## config.mk

```make
export PLATFORM = sky130hd
export DESIGN_NAME = ola_cell
export DESIGN_NICKNAME = d
export VERILOG_FILES = /design/src/design/ola_pkg.sv /design/src/design/ola_cell.sv
export SDC_FILE = /design/constraint.sdc
export NUM_CORES = 1
export LEC_CHECK = 0
export BUFFER_PORTS_ARGS = -buffer_cell sky130_fd_sc_hd__buf_2
export CAP_MARGIN = 20
export CORE_MARGIN = 2
export CORE_UTILIZATION = 30
export DETAILED_ROUTE_END_ITERATION = 7
export GPL_TIMING_DRIVEN = 0
export HOLD_SLACK_MARGIN = 0.15
export PLACE_DENSITY_LB_ADDON = 0.25
export SLEW_MARGIN = 15
export SYNTH_ARGS = -nofsm -noshare
export SYNTH_HDL_FRONTEND = slang
export SYNTH_SLANG_ARGS = --single-unit
```

## constraint.sdc

```tcl
create_clock -name clk -period 3.2 [get_ports clk]
set_clock_uncertainty 0.1 [all_clocks]
set_input_delay 0.48 -clock clk [delete_from_list [all_inputs] [get_ports clk]]
set_output_delay 0.48 -clock clk [all_outputs]
set_load 0.01 [all_outputs]
```

## src/design/ola_pkg.sv

```systemverilog
// Shared types and codes for the ordered array list.
`timescale 1ns / 1ps
`default_nettype none

package ola_pkg;

	localparam int KINDW = 3;
	localparam int IDXW  = 7;
	localparam int WORDW = 32;
	localparam int STW   = 2;
	localparam int CNTW  = 7;

	// operation codes on the request beat
	localparam logic [KINDW-1:0] KIND_PUSH   = 3'd0;
	localparam logic [KINDW-1:0] KIND_POP    = 3'd1;
	localparam logic [KINDW-1:0] KIND_GET    = 3'd2;
	localparam logic [KINDW-1:0] KIND_INSERT = 3'd3;
	localparam logic [KINDW-1:0] KIND_REMOVE = 3'd4;

	// result status codes
	localparam logic [STW-1:0] ST_OK    = 2'd0;
	localparam logic [STW-1:0] ST_RANGE = 2'd1;
	localparam logic [STW-1:0] ST_EMPTY = 2'd2;
	localparam logic [STW-1:0] ST_FULL  = 2'd3;

	typedef struct packed {
		logic [KINDW-1:0]        kind;
		logic [IDXW-1:0]         index;
		logic signed [WORDW-1:0] value;
	} req_t;

	typedef struct packed {
		logic signed [WORDW-1:0] read_value;
		logic [STW-1:0]          status;
		logic [CNTW-1:0]         count;
	} rsp_t;

	// what every cell does on a given cycle
	typedef enum logic [1:0] {
		OP_HOLD,
		OP_PUSH,
		OP_INS,
		OP_REM
	} cell_op_t;

	typedef struct packed {
		cell_op_t op;
		logic     at;     // cell sits at the target position
		logic     above;  // cell sits beyond the target position
		logic     rd;     // cell drives its word onto the read tree
	} cell_ctl_t;

endpackage

`default_nettype wire

```

## src/design/ola_cell.sv

```systemverilog
// One storage cell of the list: holds a word, shifts with its neighbours.
`timescale 1ns / 1ps
`default_nettype none

module ola_cell (
	input  logic                     clk,
	input  ola_pkg::cell_ctl_t       ctl,
	input  logic [ola_pkg::WORDW-1:0] value,
	input  logic [ola_pkg::WORDW-1:0] left,
	input  logic [ola_pkg::WORDW-1:0] right,
	output logic [ola_pkg::WORDW-1:0] data,
	output logic [ola_pkg::WORDW-1:0] hit
);
	import ola_pkg::*;

	logic [WORDW-1:0] data_q;
	logic [WORDW-1:0] data_d;

	always_comb begin
		data_d = data_q;
		case (ctl.op)
			OP_PUSH: begin
				if (ctl.at) begin
					data_d = value;
				end
			end
			OP_INS: begin
				if (ctl.at) begin
					data_d = value;
				end else if (ctl.above) begin
					data_d = left;
				end
			end
			OP_REM: begin
				if (ctl.at || ctl.above) begin
					data_d = right;
				end
			end
			default: data_d = data_q;
		endcase
	end

	always_ff @(posedge clk) begin
		data_q <= data_d;
	end

	assign data = data_q;
	assign hit  = ctl.rd ? data_q : '0;

endmodule

`default_nettype wire

```

-- After elaboration in Yosys (flattened, before gate mapping)
Index checks and enable logic that the tools add are counted.
- logic and storage cells: 16
- register bits: 32
- output and inout port bits: 64
- input bits: 102
- muxes and demuxes: 6
- reductions and logical operators: 3
- equal/unequal tests: 6
- operators with widths (kind ; number):
    32-bit 2-to-1 mux ; 5
    32-bit case mux with 3 select lines ; 1
    2-bit == test (second input constant) ; 2
    2-bit != test (second input constant) ; 2
    4-bit AND reduction ; 1
    3-bit != test (second input constant) ; 1
    3-bit nonzero test ; 1
    2-bit by 1-bit == test with 1-bit output (second input constant) ; 1
    1-bit logical OR ; 1

-- Logic depth before layout (Yosys ltp)
Gate-level depths: netlist (run 1).
- depth in word-level cells: 3
- gate-level depth with buffers: 5
- depth with buffers taken out: 3

-- Least setup slack after synthesis (run 1)
Ideal clock, no wire load.
- path kind: input port to flip-flop
- from: input port ctl[4] (netlist name)
- to: register data_q[0] (netlist: data[0]), enable pin
- data arrival time: 2.313 ns
- required time: 2.679 ns
- path slack: 0.366 ns
- cell stages on the path: 4
- library setup time: 0.421 ns
- path buffers: 2
- path through: buf_4 -> clkbuf_1 -> a21oi_1 -> nor2_1
- cells in the longest elaborated chain, start to end: 3
- RTL lines (element ; line ; text):
    start, declared ; ola_cell.sv:7 ; input ola_pkg::cell_ctl_t ctl,
    2-bit == test / 2-bit by 1-bit == test with 1-bit output (equally long branches) ; ola_cell.sv:21 ; case (ctl.op)
    3-bit != test (no line) (tied with other cells) ; - ;
    4-bit AND reduction (no line) (*) ; - ;
    end signal, assigned ; ola_cell.sv:44 ; data_q <= data_d;
    end, declared ; ola_cell.sv:16 ; logic [WORDW-1:0] data_q;
Mark *: on every way between the ends. The rest lies on a longest branch, timed or not.
A chain may end at the register's enable or synchronous reset.

-- Final worst setup path (run 1)
- from: input port ctl[4] (netlist name)
- to: register data_q[14] (netlist: data[14]), enable pin
Same word-level chain as after synthesis.

==> run metrics, run 1 <==
Netlist Area Pre-Place 2000 sq um; via count 2215; Overall Global Routing Usage 0.183; Slew Viols, Final 0; CTS H-tree depth 2; Bufs on Longest Clock Path 2; core region area 6390 sq um; per-cell routed wire length 16.1 um; Root Driver clkbuf_8; critical path endpoint category flip-flop; max FFs per register 32; die height 85.7 um; hold buffers post-CTS 0; DP Worst Slack 0.971 ns; Max Clk Rate 518 MHz; Finish-stage setup viols 0; initial drt markers 95; Mapped Nets 289; critical hold path startpoint right[22]; GR Util met2 0.325; # Max-Cap Violations 0; largest net degree at the start of global routing 22; Crit path arrival time roughly 1.8 ns; actual slew at the worst max-slew pin 0.515 ns; initial antenna violation count 0; GPL Wtd Cong 0.868; Hold Fails Final Rpt 0; vias in the first global route approximately 2100; io pins 166; outcome completed; Core Util, Final 0.474; Critical Path Start ctl[4]; setup ws final around 1.3 ns; M3 GR Usage 0.0318; Worst-path clk slew 0.06 ns; Worst VDD drop 0.174 mV; hold crit path type primary input to flip-flop; crit path time final 1.93 ns; busiest grt layer met2; port bufs 163; die area 7340 sq um; Crit path required time 3.09 ns; RSZ-0062 raised after global routing false; PD cells 401 nW/um^2; number of fill cells in the layout 638; Syn-to-layout area delta 51.1%; Residual DRC 0; # nets final 460; Synth Instances 187; drt pass-1 iters 5; Yosys cell types 15; Final ANT Viol Nets 0; drt total wl 7.00 mm; CP Launch Type primary input; GRT Residual Overflow 0; post-cts resize count 0; Rel. slew slack 0.657; Avg Cell Area, Syn 10.7 sq um; TritonCTS sink count 32; synth warn 0; Leak 0.00137 uW; Setup Crit Path Kind primary input to flip-flop; Max FO, Critical Path 21; CTS buffer count 5; vias per inst 5.09; # rows 29; die width 85.7 um; Post CTS Setup Buffer Count 0; Power, Total about 1200 uW; post-detail-place hpwl between 5 and 6 mm; crit share post-route 0.603; met1 usage 0.222; CTS tree done; share of post-route cells with drive strength above 1 0.547; Yosys reg bits 32; diodes inserted 0; Initial Util 0.313; hold path cells 3; sequential fraction of the synthesis area 0.480; first-pass GRT wire length ~10 mm
## cells by family after synthesis
group / after synthesis / share of synthesized area
buffers and inverters: 20 / 0.0606
and+or+nand+nor: 71 / 0.191
AOI/OAI and AO/OA: 64 / 0.268
DFF: 32 / 0.480
## synthesized netlist by cell type
cell type	count	share of area
buf_4	4	0.015
o32ai_2	8	0.065
nor3b_1	1	0.0038
nor3_2	2	0.010
nand2b_4	2	0.014
edfxtp_1	32	0.48
nand2_1	1	0.0019
nor2_1	33	0.062
buf_2	7	0.017
clkbuf_1	6	0.011
buf_6	3	0.017
and2_1	32	0.10
o22ai_1	32	0.10
o32ai_1	23	0.10
a21oi_1	1	0.0025
## metrics by stage
stage	cells	hold WS, ns	instance area [sq um]	TNS (ns)
after global routing	435	0.405	3030	0
after CTS	435	0.404	3030	0
final	435	0.410	3030	0
after detailed placement	428	0.697	2950	0
after floorplan	187	0.603	2000	0
after global placement	427	0.688	2910	-19.16
## worst paths after layout
| path | end |
|---|---|
| min | data[22] |
| max | data[14] |
## critical path: stages
cell	delay, ns
buf_4	0.15
clkbuf_1	0.41
a21oi_1	0.14
nor2_4	0.39
buf_16	0.23
## power breakdown
group	internal, uW	switching, uW
logic	176	193
clock network	143	146
registers	529	23.9
## layout by cell type (no fill, tap or decap)
cell,count
o22ai_1,32
a21oi_1,1
and2_1,32
buf_2,170
nand2b_4,2
buf_6,3
edfxtp_1,32
clkbuf_8,5
nor3b_1,1
nor2_1,32
nor3_2,2
o32ai_1,23
clkinv_1,2
o32ai_2,8
clkbuf_1,6
nand2_1,1
nor2_4,1
buf_16,1
buf_4,4
## layer usage
layer  vias to the layer above  routed length [um]
li1                       1085                   -
met4                         0                 128
met3                        10                 489
met5                         -                   0
met1                      1022                2720
met2                        98                3660
## area by class of cell
type	count	area, sq um	share of cell area
multi-input combinational	135	927	0.306
sequential	32	961	0.318
tap	77	96.3	0.0318
clock inverter	2	7.51	0.00248
clock buffer	5	68.8	0.0227
buffer	20	121	0.0401
timing repair buffer	164	843	0.279
Power figures use the tool's default switching activity.
==> inputs of run 2 (changes only) <==
Settings changed: ABC_AREA set to 1.
Clock period 3.2 ns to 1.9 ns, I/O delays scaled along.
==> run 2 against run 1 <==
Sequential power increased by 69%. Cell area increased by 25%. Synthesized cell count increased by 140%. Combinational power increased by 91%. Global-route usage decreased by 1.7 points. Via count increased by 40%. Largest power group unchanged. Synthesized area increased by 34%. Critical endpoint is now data[20].
==> run metrics, run 2 <==
CTS tree done; Worst VDD drop 0.313 mV; outcome completed; Avg Cell Area, Syn 6.03 sq um; PD cells 604 nW/um^2; hold buffers post-CTS 0; # rows 34; crit share post-route 0.884; core region area about 8700 sq um; die width 98.7 um; Slew Viols, Final 0; Rel. slew slack 0.568; worst-path cell chain buf_4 > buf_2 > nand2_1 > a21oi_4 > buf_16; highest-count cells in the layout ignoring fill and taps nand2_1 (193), buf_2 (174), inv_1 (129), nand3_1 (64), edfxtp_1 (32); Core Util, Final 0.434; drt total wl 8.24 mm; Crit path required time 1.79 ns; share of the synthesized area in the top cell type 0.357; Netlist Area Pre-Place approximately 2700 sq um; GPL Wtd Cong 0.776; clock share of power 0.281; hold crit path type primary input to flip-flop; RSZ-0062 raised after global routing false; setup ws final 0.220 ns; initial antenna violation count 0; Finish-stage setup viols 0; max FFs per register 32; TritonCTS sink count 32; post-detail-place hpwl 6.41 mm; Yosys reg bits 32; DP Worst Slack -0.126 ns; actual slew at the worst max-slew pin 0.646 ns; Power, Total 2280 uW; first-pass GRT wire length 12.9 mm; per-cell routed wire length 11.4 um; initial drt markers 117; Critical Path Max Stage Delay approximately 0.55 ns; # nets final between 700 and 800; Root Driver clkbuf_8; via count 3091; Bufs on Longest Clock Path 2; synth cell count leaders nand2_1 (193), inv_1 (129), nand3_1 (64), edfxtp_1 (32), buf_2 (12); die area 9740 sq um; leading cell type in the layout, fill and taps excluded nand2_1; CP bufs+invs 3; GRT Residual Overflow 0; count leader, synth nand2_1; Critical Path Start ctl[4]; crit path time final 1.68 ns; Residual DRC 0; Slowest-stage cell, CP a21oi_4; Mapped Nets 548; io pins 166; Crit path max-delay family buffers and inverters; Setup Crit Path Kind primary input to flip-flop; Post-Layout Cell Count 725; Crit path arrival time about 1.6 ns; critical path endpoint category flip-flop; area leader, netlist edfxtp_1; number of fill cells in the layout 938; Overall Global Routing Usage 0.165; Synth Instances 446; sw frac 0.309; Post CTS Setup Buffer Count 0; # Max-Cap Violations 0; post-cts resize count 0; largest net degree at the start of global routing 18; drt pass-1 iters 4; synth warn 0; Max Clk Rate between 500 and 600 MHz; Psw 706 uW; Max FO, Critical Path 17; Post-synth ARST share 0; CTS buffer count 5; share of post-route cells with drive strength above 1 0.318; vias in the first global route 2794; Initial Util 0.308; sequential fraction of the synthesis area 0.357; diodes inserted 0; port bufs around 160; critical hold path startpoint value[23]; Yosys cell types 11; vias per inst 4.26; Seq pwr share 0.410; Leak 0.00255 uW; Syn-to-layout area delta 40.6%; Final ANT Viol Nets 0; Hold Fails Final Rpt 0; CP Launch Type primary input; Worst-path clk slew about 0.070 ns; CTS H-tree depth 2; power share of the combinational group 0.309; DP Cell Count slightly above 700; Synth Flop Type edfxtp_1; die height approximately 100 um; Area contributors post-synth edfxtp_1 (36%), nand2_1 (27%), inv_1 (18%); Post-synth EDFFs 32; P_int roughly 1600 uW
[run 2: changes by cell type after synthesis, sizes merged, moves of 10 or more]
cell,change
nand2,+192
inv,+130
nand3,+64
and2,-32
o22ai,-32
nor2,-31
o32ai,-31
buf,+10
[run 2: power by group through the flow]
stage / registers, uW / clock network, uW / logic (uW)
2_1_floorplan: 992 / 0 / 334
3_3_place_gp: 950 / 0 / 697
3_5_place_dp: 951 / 0 / 716
4_1_cts: 937 / 667 / 718
5_1_grt: 947 / 693 / 793
6_report: 935 / 642 / 706
[run 2: kinds of logic (layout without fill, tap and decap cells)]
kind of cell    count (synthesis)  count (layout)  share of synthesized area
compound gates                  1               1                    0.00186
buf+inv                       154             325                      0.244
simple gates                  259             259                      0.397
flops                          32              32                      0.357
[run 2: final timing paths]
path	to	slack, ns	cells after the start
min	data[23]	0.27	5
max	data[20]	0.22	5
[run 2: worst min-delay path, stage by stage]
cell and delay, ns:
buf_2 0.08, nand2_1 0.04, nand2_1 0.05, inv_1 0.03
nand2_1 0.05
[run 2: layout make-up]
cell class,count,area (sq um),share of cell area
sequential,32,961,0.254
inverter,130,490,0.130
multi-input combinational,260,1080,0.287
clock buffer,5,68.8,0.0182
buffer,24,165,0.0437
timing repair buffer,163,838,0.222
tap,108,135,0.0357
clock inverter,3,37.5,0.00993
[run 2: layer usage]
metal	share of wire	wire length, um	GRT usage	vias to the layer above
met4	0.011	94	0.0432	0
li1	-	-	-	1624
met3	0.056	463	0.0340	8
met2	0.50	4110	0.301	109
met5	0	0	0	-
met1	0.43	3570	0.198	1350
[run 2: through the flow]
step | area [sq um] | hold WS [ns] | setup TNS [ns]
finish | 3780 | 0.268 | 0
floorplan | 2700 | 0.447 | 0
CTS | 3780 | 0.253 | 0
global route | 3780 | 0.282 | 0
detailed placement | 3670 | 0.559 | -1.99
global placement | 3650 | 0.554 | -10.35
==> inputs of run 3 (changes only) <==
Settings changed: CORE_UTILIZATION 30 to 40.
==> run 3 against run 2 <==
Clock power barely moved. Via count fell by 0.78%. Count of clock-buffer cells in the layout did not move. Wire length fell by 4.4%. Final cell count fell by 4.3%. Hold slack got worse by 0.0024 ns. Largest power group unchanged. Highest routed layer unchanged.
==> run metrics, run 3 (synthesized netlist as in run 2, its figures left out) <==
CTS H-tree depth 2; crit share post-route 0.841; via count 3067; area occupied by registers 961 sq um; met1 usage 0.251; number of fill cells in the layout 635; GPL Wtd Cong 0.817; PD cells 609 nW/um^2; GRT Residual Overflow 0; io pins 166; busiest grt layer met2; critical path endpoint category flip-flop; initial drt markers about 130; Worst-path clk slew around 0.070 ns; Bufs on Longest Clock Path 2; share of post-route cells with drive strength above 1 0.318; vias per inst roughly 4.4; hold crit path type primary input to flip-flop; Residual DRC 0; Rel. slew slack 0.604; drt pass-1 iters 4; setup ws final 0.302 ns; area of the multi-input gates 1100 sq um; Max FO, Critical Path 16; TritonCTS sink count 32; core region area around 6400 sq um; # nets final 718; sw frac 0.310; highest-count cells in the layout ignoring fill and taps nand2_1 (193), buf_2 (174), inv_1 (129), nand3_1 (64), edfxtp_1 (32); initial antenna violation count 0; Hold Fails Final Rpt 0; vias in the first global route 2703; Worst VDD drop 0.336 mV; # rows 29; die area approximately 7400 sq um; worst-path cell chain buf_4 > buf_2 > nand2_1 > a21oi_4; Initial Util 0.419; clock share of power 0.282; Critical Path Max Stage Delay 0.56 ns; Root Driver clkbuf_8; power share of the combinational group 0.307; P_int 1570 uW; CTS buffer count 5; leading cell type in the layout, fill and taps excluded nand2_1; first-pass GRT wire length between 10 and 15 mm; Crit path arrival time around 1.4 ns; M3 GR Usage 0.0443; DP Worst Slack -0.248 ns; actual slew at the worst max-slew pin 0.593 ns; Finish-stage setup viols 0; die height about 86 um; Max Clk Rate roughly 630 MHz; CP Launch Type primary input; Core Util, Final 0.581; CTS tree done; Post CTS Setup Buffer Count 0; Final ANT Viol Nets 0; # Max-Cap Violations 0; post-detail-place hpwl between 6 and 7 mm; drt total wl 7.88 mm; port bufs 162; Seq pwr share 0.412; Syn-to-layout area delta 38.7%; Overall Global Routing Usage 0.207; die width 86.0 um; Setup Crit Path Kind primary input to flip-flop; Slew Viols, Final 0; Psw 704 uW; crit path time final approximately 1.6 ns; diodes inserted 0; Slowest-stage cell, CP a21oi_4; max FFs per register 32; largest net degree at the start of global routing 33; per-cell routed wire length 11.3 um; Crit path required time 1.72 ns; outcome completed; GR Util met2 0.369; RSZ-0062 raised after global routing false; Leak 0.00254 uW
==> run 3: power by group through the flow <==
stage | clock, uW | sequential, uW | combinational (uW)
floorplan | 0 | 992 | 334
global placement | 0 | 950 | 683
detailed placement | 0 | 953 | 696
CTS | 662 | 938 | 698
global route | 693 | 947 | 783
finish | 640 | 936 | 697
==> run 3: worst max-delay path: cells and delay by family <==
family          cells  cell delay (ns)
compound gates      1             0.56
buf+inv             2             0.37
simple gates        1             0.20
==> run 3: metrics by stage <==
stage	total power [uW]	hold WS [ns]	TNS [ns]	instance area [sq um]	cells
after global placement	1630	0.550	-6.98	3610	685
after global routing	2420	0.280	0	3730	694
final	2270	0.265	0	3730	694
after CTS	2300	0.256	0	3710	693
after detailed placement	1650	0.557	-7.89	3610	685
after floorplan	1330	0.447	0	2700	446
==> run 3: repair_timing <==
action | CTS | global route
endpoints found under the setup margin | 0 | 32
resized for setup | 0 | 1
hold buffers | 0 | 0
==> run 3: worst paths after layout <==
kind | cells past startpoint | startpoint | end | slack, ns
worst max-delay path | 4 | ctl[4] | data[15] | 0.30
worst min-delay path | 5 | value[29] | data[29] | 0.27
==> run 3: area by class of cell <==
type / instances / share of cell area
Buffer: 24 / 0.0443
Clock buffer: 5 / 0.0184
Clock inverter: 3 / 0.0101
Inverter: 130 / 0.131
Multi-Input combinational cell: 261 / 0.295
Sequential cell: 32 / 0.258
Tap cell: 77 / 0.0258
Timing Repair Buffer: 162 / 0.217
==> run 3: per-layer routing <==
| layer | share of wire | up-vias | wire (um) |
|---|---|---|---|
| met2 | 0.51 | 125 | 4050 |
| li1 | - | 1623 | - |
| met5 | 0 | - | 0 |
| met4 | 0.011 | 0 | 89 |
| met3 | 0.082 | 9 | 644 |
| met1 | 0.39 | 1310 | 3090 |
